`src/hdl/rmth_pkg.sv`:
```
package rmth_pkg;

    localparam int CAPACITY    = 1024;
    localparam int LOWER_DEPTH = (CAPACITY + 1) / 2;
    localparam int UPPER_DEPTH = CAPACITY / 2;
    localparam int LA_W        = $clog2(LOWER_DEPTH);
    localparam int UA_W        = $clog2(UPPER_DEPTH);
    localparam int A_W         = (LA_W > UA_W) ? LA_W : UA_W;
    localparam int CNT_W       = $clog2(CAPACITY + 1);
    localparam int LC_W        = $clog2(LOWER_DEPTH + 1);
    localparam int UC_W        = $clog2(UPPER_DEPTH + 1);
    localparam int SAMPLE_W    = 32;
    localparam int MED_W       = 33;
    localparam int TOTAL_W     = 11;

    typedef logic signed [SAMPLE_W-1:0] t_sample;
    typedef logic [A_W-1:0]             t_addr;

    // Heap selector and order: lower heap is a max-heap, upper a min-heap.
    typedef enum logic {
        HEAP_LOWER = 1'b0,
        HEAP_UPPER = 1'b1
    } t_heap;

    // Command from the sequencer to a heap memory.
    typedef struct packed {
        logic    rd_en;
        t_addr   rd_addr;
        logic    wr_en;
        t_addr   wr_addr;
        t_sample wr_data;
    } t_mem_cmd;

    // Shared comparator: true when a goes before b in the given heap order.
    function automatic logic goes_before(t_sample a, t_sample b, t_heap h);
        logic r;
        r = (h == HEAP_LOWER) ? (a > b) : (a < b);
        return r;
    endfunction

endpackage

```
`src/hdl/rmth_seq.sv`:
```
module rmth_seq (
    input  logic              i_clk,
    input  logic              i_rst_n,
    input  logic              i_start,
    input  rmth_pkg::t_sample i_sample,
    output logic              o_busy,
    output logic              o_done,
    output logic signed [rmth_pkg::MED_W-1:0] o_med,
    output logic [rmth_pkg::TOTAL_W-1:0]      o_total,
    output logic              o_drop,
    output rmth_pkg::t_mem_cmd o_lcmd,
    output rmth_pkg::t_mem_cmd o_ucmd,
    input  rmth_pkg::t_sample i_lrd,
    input  rmth_pkg::t_sample i_urd
);
    import rmth_pkg::*;

    typedef enum logic [9:0] {
        S_IDLE   = 10'b0000000001,
        S_DEC    = 10'b0000000010,
        S_PUSH_R = 10'b0000000100,
        S_PUSH_C = 10'b0000001000,
        S_DN_RL  = 10'b0000010000,
        S_DN_RR  = 10'b0000100000,
        S_DN_C   = 10'b0001000000,
        S_TOPS   = 10'b0010000000,
        S_TOPS_W = 10'b0100000000,
        S_DONE   = 10'b1000000000
    } t_state;

    localparam logic [CNT_W-1:0] CAP_C = CNT_W'(CAPACITY);

    t_state r_state, n_state;
    logic [LC_W-1:0] r_lcnt, n_lcnt;
    logic [UC_W-1:0] r_ucnt, n_ucnt;
    t_sample r_s, n_s;          // value being sifted
    t_sample r_moved, n_moved;  // root moved to the other heap
    t_sample r_ltop, n_ltop;    // cached roots
    t_sample r_utop, n_utop;
    t_sample r_left, n_left;
    t_heap   r_heap, n_heap;
    logic    r_then_push, n_then_push;
    logic [CNT_W-1:0] r_idx, n_idx;
    logic [CNT_W-1:0] r_cnt, n_cnt;    // count of the heap being sifted
    logic    r_drop, n_drop;
    logic signed [MED_W-1:0] r_med, n_med;

    logic [CNT_W-1:0] total, parent, lchild;
    t_sample rd;
    t_mem_cmd cmd;

    always_comb begin
        total  = CNT_W'(r_lcnt) + CNT_W'(r_ucnt);
        parent = (r_idx - CNT_W'(1)) >> 1;
        lchild = (r_idx << 1) + CNT_W'(1);
        rd     = (r_heap == HEAP_LOWER) ? i_lrd : i_urd;
    end

    always_comb begin
        n_state = r_state; n_lcnt = r_lcnt; n_ucnt = r_ucnt; n_s = r_s;
        n_moved = r_moved; n_ltop = r_ltop; n_utop = r_utop; n_left = r_left;
        n_heap = r_heap; n_then_push = r_then_push; n_idx = r_idx;
        n_cnt = r_cnt; n_drop = r_drop; n_med = r_med;
        cmd = '0;
        case (r_state)
            S_IDLE: begin
                if (i_start) begin
                    n_s = i_sample;
                    n_drop = 1'b0;
                    n_then_push = 1'b0;
                    n_state = S_DEC;
                end
            end
            S_DEC: begin
                if (total >= CAP_C) begin
                    n_drop = 1'b1;
                    n_state = S_TOPS;
                end else if (r_ucnt != '0 && r_s > r_utop) begin
                    if (CNT_W'(r_lcnt) > CNT_W'(r_ucnt)) begin
                        n_heap = HEAP_UPPER; n_idx = CNT_W'(r_ucnt);
                        n_ucnt = r_ucnt + UC_W'(1);
                        n_state = S_PUSH_R;
                    end else begin
                        n_moved = r_utop; n_heap = HEAP_UPPER;
                        n_cnt = CNT_W'(r_ucnt); n_idx = '0;
                        n_then_push = 1'b1; n_state = S_DN_RL;
                    end
                end else if (CNT_W'(r_lcnt) == CNT_W'(r_ucnt)) begin
                    n_heap = HEAP_LOWER; n_idx = CNT_W'(r_lcnt);
                    n_lcnt = r_lcnt + LC_W'(1);
                    n_state = S_PUSH_R;
                end else if (r_s >= r_ltop) begin
                    n_heap = HEAP_UPPER; n_idx = CNT_W'(r_ucnt);
                    n_ucnt = r_ucnt + UC_W'(1);
                    n_state = S_PUSH_R;
                end else begin
                    n_moved = r_ltop; n_heap = HEAP_LOWER;
                    n_cnt = CNT_W'(r_lcnt); n_idx = '0;
                    n_then_push = 1'b1; n_state = S_DN_RL;
                end
            end
            // Sift up: read parent, then compare and move one level.
            S_PUSH_R: begin
                if (r_idx == '0) begin
                    cmd.wr_en = 1'b1; cmd.wr_addr = t_addr'(r_idx);
                    cmd.wr_data = r_s;
                    n_state = S_TOPS;
                end else begin
                    cmd.rd_en = 1'b1; cmd.rd_addr = t_addr'(parent);
                    n_state = S_PUSH_C;
                end
            end
            S_PUSH_C: begin
                cmd.wr_en = 1'b1; cmd.wr_addr = t_addr'(r_idx);
                if (goes_before(r_s, rd, r_heap)) begin
                    cmd.wr_data = rd;
                    n_idx = parent;
                    n_state = S_PUSH_R;
                end else begin
                    cmd.wr_data = r_s;
                    n_state = S_TOPS;
                end
            end
            // Sift down from the root: read left, read right, compare, move.
            S_DN_RL: begin
                if (lchild >= r_cnt) begin
                    cmd.wr_en = 1'b1; cmd.wr_addr = t_addr'(r_idx);
                    cmd.wr_data = r_s;
                    if (r_then_push) begin
                        n_then_push = 1'b0; n_s = r_moved;
                        if (r_heap == HEAP_UPPER) begin
                            n_heap = HEAP_LOWER; n_idx = CNT_W'(r_lcnt);
                            n_lcnt = r_lcnt + LC_W'(1);
                        end else begin
                            n_heap = HEAP_UPPER; n_idx = CNT_W'(r_ucnt);
                            n_ucnt = r_ucnt + UC_W'(1);
                        end
                        n_state = S_PUSH_R;
                    end else begin
                        n_state = S_TOPS;
                    end
                end else begin
                    cmd.rd_en = 1'b1; cmd.rd_addr = t_addr'(lchild);
                    n_state = S_DN_RR;
                end
            end
            S_DN_RR: begin
                n_left = rd;
                cmd.rd_en = 1'b1; cmd.rd_addr = t_addr'(lchild + CNT_W'(1));
                n_state = S_DN_C;
            end
            S_DN_C: begin
                logic    use_r;
                t_sample cv;
                use_r = ((lchild + CNT_W'(1)) < r_cnt) && goes_before(rd, r_left, r_heap);
                cv = use_r ? rd : r_left;
                if (goes_before(cv, r_s, r_heap)) begin
                    cmd.wr_en = 1'b1; cmd.wr_addr = t_addr'(r_idx); cmd.wr_data = cv;
                    n_idx = use_r ? lchild + CNT_W'(1) : lchild;
                end else begin
                    n_idx = r_cnt; // overridden below, where cnt=0 forces the finishing write at the next step
                end
                n_state = S_DN_RL;
                if (!goes_before(cv, r_s, r_heap)) begin
                    n_idx = r_idx;
                    n_cnt = '0;
                end
            end
            S_TOPS: begin
                cmd.rd_en = 1'b1; cmd.rd_addr = '0;
                n_state = S_TOPS_W;
            end
            S_TOPS_W: begin
                n_ltop = i_lrd; n_utop = i_urd;
                if (CNT_W'(r_lcnt) > CNT_W'(r_ucnt)) begin
                    n_med = MED_W'(i_lrd) + MED_W'(i_lrd);
                end else begin
                    n_med = MED_W'(i_lrd) + MED_W'(i_urd);
                end
                n_state = S_DONE;
            end
            S_DONE: begin
                n_state = S_IDLE;
            end
            default: n_state = S_IDLE;
        endcase
    end

    // The sift-down finish uses cnt=0 to force the "no child" path.
    always_comb begin
        o_lcmd = '0;
        o_ucmd = '0;
        if (r_state == S_TOPS) begin
            o_lcmd = cmd;
            o_ucmd = cmd;
        end else if (r_heap == HEAP_LOWER) begin
            o_lcmd = cmd;
        end else begin
            o_ucmd = cmd;
        end
    end

    always_ff @(posedge i_clk) begin
        if (!i_rst_n) begin
            r_state <= S_IDLE;
            r_lcnt  <= '0;
            r_ucnt  <= '0;
        end else begin
            r_state <= n_state;
            r_lcnt  <= n_lcnt;
            r_ucnt  <= n_ucnt;
        end
        r_s <= n_s; r_moved <= n_moved; r_ltop <= n_ltop; r_utop <= n_utop;
        r_left <= n_left; r_heap <= n_heap; r_then_push <= n_then_push;
        r_idx <= n_idx; r_cnt <= n_cnt; r_drop <= n_drop; r_med <= n_med;
    end

    assign o_busy  = (r_state != S_IDLE);
    assign o_done  = (r_state == S_DONE);
    assign o_med   = r_med;
    assign o_total = TOTAL_W'(total);
    assign o_drop  = r_drop;

endmodule

```
`config.mk`:
```
export PLATFORM = sky130hd
export DESIGN_NAME = rmth_seq
export DESIGN_NICKNAME = d
export VERILOG_FILES = /design/src/hdl/rmth_pkg.sv /design/src/hdl/rmth_seq.sv
export SDC_FILE = /design/constraint.sdc
export NUM_CORES = 1
export LEC_CHECK = 0
export BUFFER_PORTS_ARGS = -buffer_cell sky130_fd_sc_hd__buf_4
export CORE_ASPECT_RATIO = 0.6
export CORE_MARGIN = 2
export CORE_UTILIZATION = 30
export CTS_BUF_LIST = sky130_fd_sc_hd__clkbuf_16
export DETAILED_ROUTE_END_ITERATION = 10
export MAX_ROUTING_LAYER = met4
export SETUP_SLACK_MARGIN = 0.02
export SLEW_MARGIN = 20
export SYNTH_ARGS = -nofsm -noshare
export SYNTH_HDL_FRONTEND = slang
export SYNTH_SLANG_ARGS = --single-unit
```
`constraint.sdc`:
```
create_clock -name i_clk -period 11.1 [get_ports i_clk]
set_input_delay 2.22 -clock i_clk [delete_from_list [all_inputs] [get_ports i_clk]]
set_output_delay 2.22 -clock i_clk [all_outputs]
set_load 0.05 [all_outputs]
```
## Word level (Yosys, flattened, before mapping)

Cells that the tools add are included.

| cells by class | value |
|---|---|
| $add $sub $neg | 8 |
| order comparisons | 12 |
| equality and inequality tests | 32 |
| mux-type cells | 90 |
| bitwise logic cells | 1 |
| reduce and logical (&&, ||, !) cells | 19 |

Operator list:

| operator | count |
|---|---|
| $mux 32 | 10 |
| $mux 10 | 23 |
| $mux 52 | 4 |
| $pmux 42 s4 | 1 |
| $mux 11 | 13 |
| $gt 32x32->1 | 4 |
| $mux 42 | 3 |
| $lt 32x32->1 | 3 |
| $pmux 10 s9 | 1 |
| $add 32x32->33 | 2 |
| $pmux 32 s2 | 1 |
| $pmux 11 s4 | 1 |
| $pmux 10 s2 | 2 |
| $pmux 10 s4 | 1 |
| $mux 33 | 1 |
| $ge 32x32->1 | 1 |
| $mux 8 | 4 |
| $ne 2x2->1 const B | 15 |
| $add 11x1->11 const B | 2 |
| $pmux 11 s2 | 1 |
| $add 10x1->10 const B | 2 |
| $mux 1 | 18 |
| $mux 5 | 3 |
| $ne 3x3->1 const B | 5 |
| other kinds (33) | 41 |

| word-level totals | value |
|---|---|
| register bits after elaboration | 248 |
| bits of input ports | 99 |
| output and inout port bits | 151 |
| logic and storage cells | 176 |

## Depth between registers and ports, before layout

Gate-level depths: netlist (run 1).

| depth | value |
|---|---|
| word-level depth | 11 |
| depth in mapped cells | 27 |
| mapped depth without buffers | 23 |

## Worst setup path after synthesis (run 1)

No wires, ideal clock.

| timing | value |
|---|---|
| path kind | input-to-output |
| start point | in i_urd[1] |
| end point | out o_lcmd[32] in the netlist's numbering |
| arrival | 7.865 ns |
| data required time | 8.880 ns |
| path slack | 1.015 ns |
| stages on the path | 22 |
| buffers on the path | 1 |
| cells stage by stage | mux2_2 ha_1 nor2b_1 o211ai_1 a2111o_1 a31oi_1 mux2i_1 mux2i_1 buf_2 mux2i_1 inv_1 ha_1 nor2b_1 o21a_1 o21a_1 o21ai_0 nand4b_1 a21oi_1 mux2_2 nand3_1 a21oi_1 and2_1 |

RTL lines:

| item | RTL line | text |
|---|---|---|
| from (decl) | rmth_seq.sv:14 | `input rmth_pkg::t_sample i_urd` |
| to (decl) | rmth_seq.sv:11 | `output rmth_pkg::t_mem_cmd o_lcmd,` |

==> results of run 1 <==
critical path, stage by stage:
cell      delay, ns
buf_4          0.12
mux2_2         0.34
ha_1           0.34
nand4_1        0.22
nor4_2         0.44
nor2_1         0.07
a31oi_1        0.19
mux2i_1        0.36
mux2i_4        0.35
buf_12         0.27
mux2i_1        0.43
inv_1          0.09
ha_1           0.30
nand4_1        0.25
nor4_2         0.29
o21ai_0        0.19
nand4b_1       0.20
a21oi_1        0.09
mux2_2         0.28
nand3_2        0.34
buf_4          0.36
o221ai_1       0.49
buf_4          0.31
final timing paths:
path	slack [ns]	cells after the start	to
setup / recovery	0.28	23	o_lcmd[30]
hold / removal	0.53	1	r_s[13]$_DFFE_PP_
hold reg to reg	0.53	1	r_s[13]$_DFFE_PP_
setup reg to reg	3.72	23	r_idx[5]$_DFFE_PP_
registers in the layout, summed over array words and instances, names as in the netlist, 11 cells and up:
register,flops
o_med,33
r_left,32
r_ltop,32
r_moved,32
r_s,32
r_utop,32
r_idx,11
routing by layer:
| layer | GRT usage, % | vias up | part of all wire, % |
|---|---|---|---|
| met4 | 3.234 | 0 | 1.6 |
| met5 | - | - | 0 |
| met2 | 29.69 | 681 | 40 |
| li1 | - | 7771 | - |
| met3 | 3.330 | 60 | 8.1 |
| met1 | 32.82 | 8154 | 50 |
kinds of logic after synthesis:
| group | after synthesis | synth area share, % |
|---|---|---|
| AOI/OAI and AO/OA | 436 | 15.36 |
| buffers and inverters | 322 | 6.341 |
| muxes | 163 | 9.160 |
| adders and majority gates | 237 | 15.54 |
| DFF | 247 | 37.11 |
| xor gates and xnor gates | 67 | 3.060 |
| and+or+nand+nor | 521 | 13.43 |
layout make-up:
class / instances / area, sq um / area share (%)
Multi-Input combinational cell: 1424 / 10930 / 47.55
Timing Repair Buffer: 280 / 2127 / 9.254
Tap cell: 839 / 1050 / 4.567
Clock buffer: 27 / 675.6 / 2.940
Clock inverter: 21 / 155.1 / 0.6750
Antenna cell: 1 / 2.502 / 0.01089
Inverter: 247 / 929.6 / 4.045
Sequential cell: 247 / 7117 / 30.96
placed cells by master (no fill, tap or decap), types with 8 or more instances in the layout:
| cell type | synthesis | layout |
|---|---|---|
| clkinv_1 | 0 | 8 |
| mux2_2 | 100 | 100 |
| and3_1 | 9 | 9 |
| o211ai_1 | 11 | 11 |
| a211oi_1 | 13 | 13 |
| dfxtp_1 | 30 | 30 |
| nand4_1 | 38 | 38 |
| buf_4 | 1 | 278 |
| ha_1 | 235 | 235 |
| a221oi_1 | 14 | 14 |
| clkbuf_16 | 0 | 27 |
| inv_1 | 246 | 245 |
| nand3_1 | 42 | 40 |
| nor2b_1 | 21 | 21 |
| nand2_1 | 187 | 187 |
| o221ai_1 | 65 | 62 |
| a21oi_1 | 103 | 103 |
| o31a_1 | 8 | 8 |
| edfxtp_1 | 217 | 217 |
| mux2i_1 | 63 | 62 |
| nand2b_1 | 14 | 14 |
| and2_1 | 32 | 32 |
| nor3_1 | 23 | 22 |
| nor2_1 | 94 | 93 |
| a21o_1 | 43 | 43 |
| o21ai_0 | 99 | 99 |
| o21a_1 | 13 | 13 |
| xor2_1 | 23 | 23 |
| o21bai_1 | 10 | 10 |
| xnor2_1 | 44 | 44 |
| nor4_1 | 20 | 18 |
report_power, final:
part | internal, mW | switching, mW
clock network | 0.487 | 0.404
registers | 1.04 | 0.0264
logic | 0.209 | 0.308
total | 1.74 | 0.738
through the flow:
step	std cells	power [mW]	area, sq um	setup WS (ns)
floorplan	1993	1.411	19180	1.015
detailed placement	3036	1.591	22110	0.04422
finish	3086	2.474	22980	0.2843
CTS	3084	2.482	22960	0.03649
global placement	3036	1.581	22110	0.1841
global route	3086	2.579	22980	0.02284
what timing repair did:
| item | CTS | global route |
|---|---|---|
| setup endpoints to repair | 2 | 84 |
| resized for setup | 2 | 3 |
| buffers inserted | 0 | 1 |
==> impl_metrics.toml, run 1 <==
[run]
drv_cap = 0

[timing]
setup_tns_ns = 0
max_freq_mhz = 92.46
finalClockSkew_ns = 0.03020
grt_setup_unrepaired = "no"
slew-limit-headroom_pct = 26.00
finalSetupViolCount = 0
hold-worst-slack_ns = 0.5311
min_period_ns = 10.82
post-route-period-util_pct = 97.44
finalMaxSlewViolations = 0
hold_viol_final = 0
tightest_slew_ns = 1.100

[cts]
cts_htree_levels = 1
clockBufferDepth = 3
clk_latency_ns = 0.57
cts_tree = "yes"
hold_buffers = 0
numCtsBuffers = 27
clock_sink_count = 247
cts-root-buf = "clkbuf_16"
clk_pin_slew_ns = 0.06

[critical_path]
arrival_ns = 8.60
path_max_fanout = 30
regToRegStartpoint = "r_heap$_DFFE_PP_"
crit_start = "i_lrd[26]"
worstSetupStartpointType = "input port"
end_kind = "primary output"
required_ns = 8.88
critPathKind = "in2out"

[finish]
drive_gt1_share_pct = 20.21
fillers = 6316
utilization_pct = 36.54
syn2layout_area_growth_pct = 19.85
nets = 2563

[yosys]
synth.largest_area_cell = "edfxtp_1"
yosysMostFrequentCell = "inv_1"
avgSynthCellArea_sq_um = 9.623
synth_enable_flop_cells = 217
yosysTopAreaCellShare_pct = 33.98
synth_seq_area_share_pct = 37.11
ys_warn_count = 0
synth_seq_cells = 247
synth.area.top_cells = "edfxtp_1 34%, ha_1 15%, mux2_2 5.9%"
synthFlopType = "edfxtp_1"
synth_nets = 2329
synth_cell_type_count = 72
synth-async-reset-ratio_pct = 0
netlist_top_cells_count = "246 x inv_1, 235 x ha_1, 217 x edfxtp_1"
syn-cell-area_sq_mm = 0.01918
synthCells = 1993

[grt]
grt_max_degree = 62
grt_pass1_vias = 15960
grt.total_usage_pct = 21.43
grt_overflow = 0
grt_antenna_before_repair = 1
grt_first_pass_wirelength_microns = 103500

[power_and_ir_drop]
total_leakage_power_nw = 10.07
p_per_area_mw_per_mm2 = 107.6
irDropWorstVdd_mv = 0.1023

[die]
ios = 250
core_area_sq_mm = 0.06290
num_rows = 71
fp.dieW_microns = 330.4
start_util_pct = 30.49
dieArea_sq_mm = 0.06603
fp.dieH_microns = 199.9

[worst_hold_path]
worstHoldStart = "r_moved[13]$_DFFE_PP_"
min_path_type = "reg2reg"

[place]
hpwlAfterDp_microns = 55170
numPortBuffers = 249
place.gp.congestion = 0.9671

[status]
outcome = "completed"

[routing]
drc_errors = 0
vias = 16670
routedWlPerCell_microns = 22.72
first_iter_violations = 1734
avgViaCountPerCell = 5.401
firstDrtPassIters = 6
routed_wl_microns = 70120
ant_nets = 0
No activity file was read; power rests on OpenSTA's default activity.
==> run 2: changes to the inputs <==
==> constraint.sdc (replaced) <==
create_clock -name i_clk -period 13.83 [get_ports i_clk]
set_input_delay 2.766 -clock i_clk [delete_from_list [all_inputs] [get_ports i_clk]]
set_output_delay 2.766 -clock i_clk [all_outputs]
set_load 0.05 [all_outputs]
==> impl_metrics.toml, run 2 (same netlist as run 1, synthesis figures left out) <==
[timing]
finalMaxSlewViolations = 0
finalClockSkew_ns = 0.03588
grt_setup_unrepaired = "no"
hold_viol_final = 0
post-route-period-util_pct = 92.77
setup_tns_ns = 0
slew-limit-headroom_pct = 27.11
max_freq_mhz = 77.94
tightest_slew_ns = 1.079
hold-worst-slack_ns = 0.5504
setup_slack_ns = 1.000
finalSetupViolCount = 0
min_period_ns = 12.83

[critical_path]
critPathKind = "in2out"
required_ns = 11.06
path_max_fanout = 18
end_kind = "primary output"
worstSetupStartpointType = "input port"
arrival_ns = 10.06

[die]
dieArea_sq_mm = 0.06603
ios = 250
start_util_pct = 30.49
core_area_sq_mm = 0.06290
num_rows = 71
fp.dieH_microns = 199.9
fp.dieW_microns = 330.4

[status]
outcome = "completed"

[grt]
grt_max_degree = 79
grt_antenna_before_repair = 2
grt_overflow = 0
grt_first_pass_wirelength_microns = 104000
grt_pass1_vias = 15940
grt.total_usage_pct = 21.62

[finish]
largest_reg_flops = 33
fin_cells = 3081
syn2layout_area_growth_pct = 19.75
utilization_pct = 36.51
nets = 2555
drive_gt1_share_pct = 19.91
final_cell_mix = "271 x buf_4, 249 x inv_1, 235 x ha_1"
layout_commonest_cell = "buf_4"
fin_area_sq_mm = 0.02297

[cts]
clk_latency_ns = 0.59
hold_buffers = 0
cts-resized-gates = 0
cts_htree_levels = 1
clock_sink_count = 247
post-cts-setup-buffers = 0
clockBufferDepth = 3
cts-root-buf = "clkbuf_16"
cts_tree = "yes"
numCtsBuffers = 28
clk_pin_slew_ns = 0.06

[place]
place_inst = 3028
numPortBuffers = 249
place.gp.congestion = 0.9592
hpwlAfterDp_microns = 54770
dp_slack_ns = 1.232
placed_area_sq_mm = 0.02202

[routing]
avgViaCountPerCell = 5.369
first_iter_violations = 1921
vias = 16540
routed_wl_microns = 70730
ant_nets = 0
drc_errors = 0
routedWlPerCell_microns = 22.96
firstDrtPassIters = 5

[power_and_ir_drop]
p_per_area_mw_per_mm2 = 89.31
total_leakage_power_nw = 10.10
fin_total_pwr_mw = 2.051
irDropWorstVdd_mv = 0.08394

[run]
drv_cap = 0

[worst_hold_path]
min_path_type = "reg2reg"
==> run 2: power by group <==
group,internal (mW),switching (mW)
logic,0.166,0.247
clock network,0.446,0.336
registers,0.835,0.0217
total,1.45,0.604
==> run 2: area by class of cell <==
type | count | area (sq um)
inverter | 247 | 929.6
multi-input combinational | 1424 | 10900
timing repair buffer | 271 | 2034
sequential | 247 | 7117
clock inverter | 21 | 181.4
tap | 839 | 1050
fill | 6356 | 39930
antenna | 2 | 5.005
clock buffer | 30 | 750.7
==> run 2: worst paths after layout <==
kind | slack, ns | to | from | depth (start not counted)
worst max register to register | 5.74 | r_idx[2]$_DFFE_PP_ | r_heap$_DFFE_PP_ | 22
worst min-delay path | 0.55 | r_s[13]$_DFFE_PP_ | r_moved[13]$_DFFE_PP_ | 1
worst min register to register | 0.55 | r_s[13]$_DFFE_PP_ | r_moved[13]$_DFFE_PP_ | 1
worst max-delay path | 1.00 | o_ucmd[3] | i_lrd[27] | 25
==> run 2: metal layers <==
metal / vias up / share of wire, % / global-route usage (%)
li1: 7749 / - / -
met1: 8006 / 49 / 32.24
met2: 713 / 40 / 30.20
met3: 74 / 8.7 / 4.457
met4: 0 / 1.6 / 3.285
met5: - / 0 / -
==> run 2: critical path, cell delays in order <==
cell	delay [ns]
buf_4	0.13
mux2_2	0.34
ha_1	0.33
nand4_1	0.21
nor4_1	0.59
nor2_1	0.07
a31oi_1	0.23
mux2i_1	0.40
mux2i_4	0.29
buf_4	0.33
mux2i_1	0.33
inv_1	0.08
ha_1	0.29
a21o_1	0.18
a21o_1	0.17
a21o_1	0.17
a221o_1	0.29
a211oi_1	0.24
o21ai_0	0.26
mux2_2	0.41
nor2_1	0.15
nand2_1	0.53
buf_4	0.47
o221ai_1	0.47
buf_4	0.30
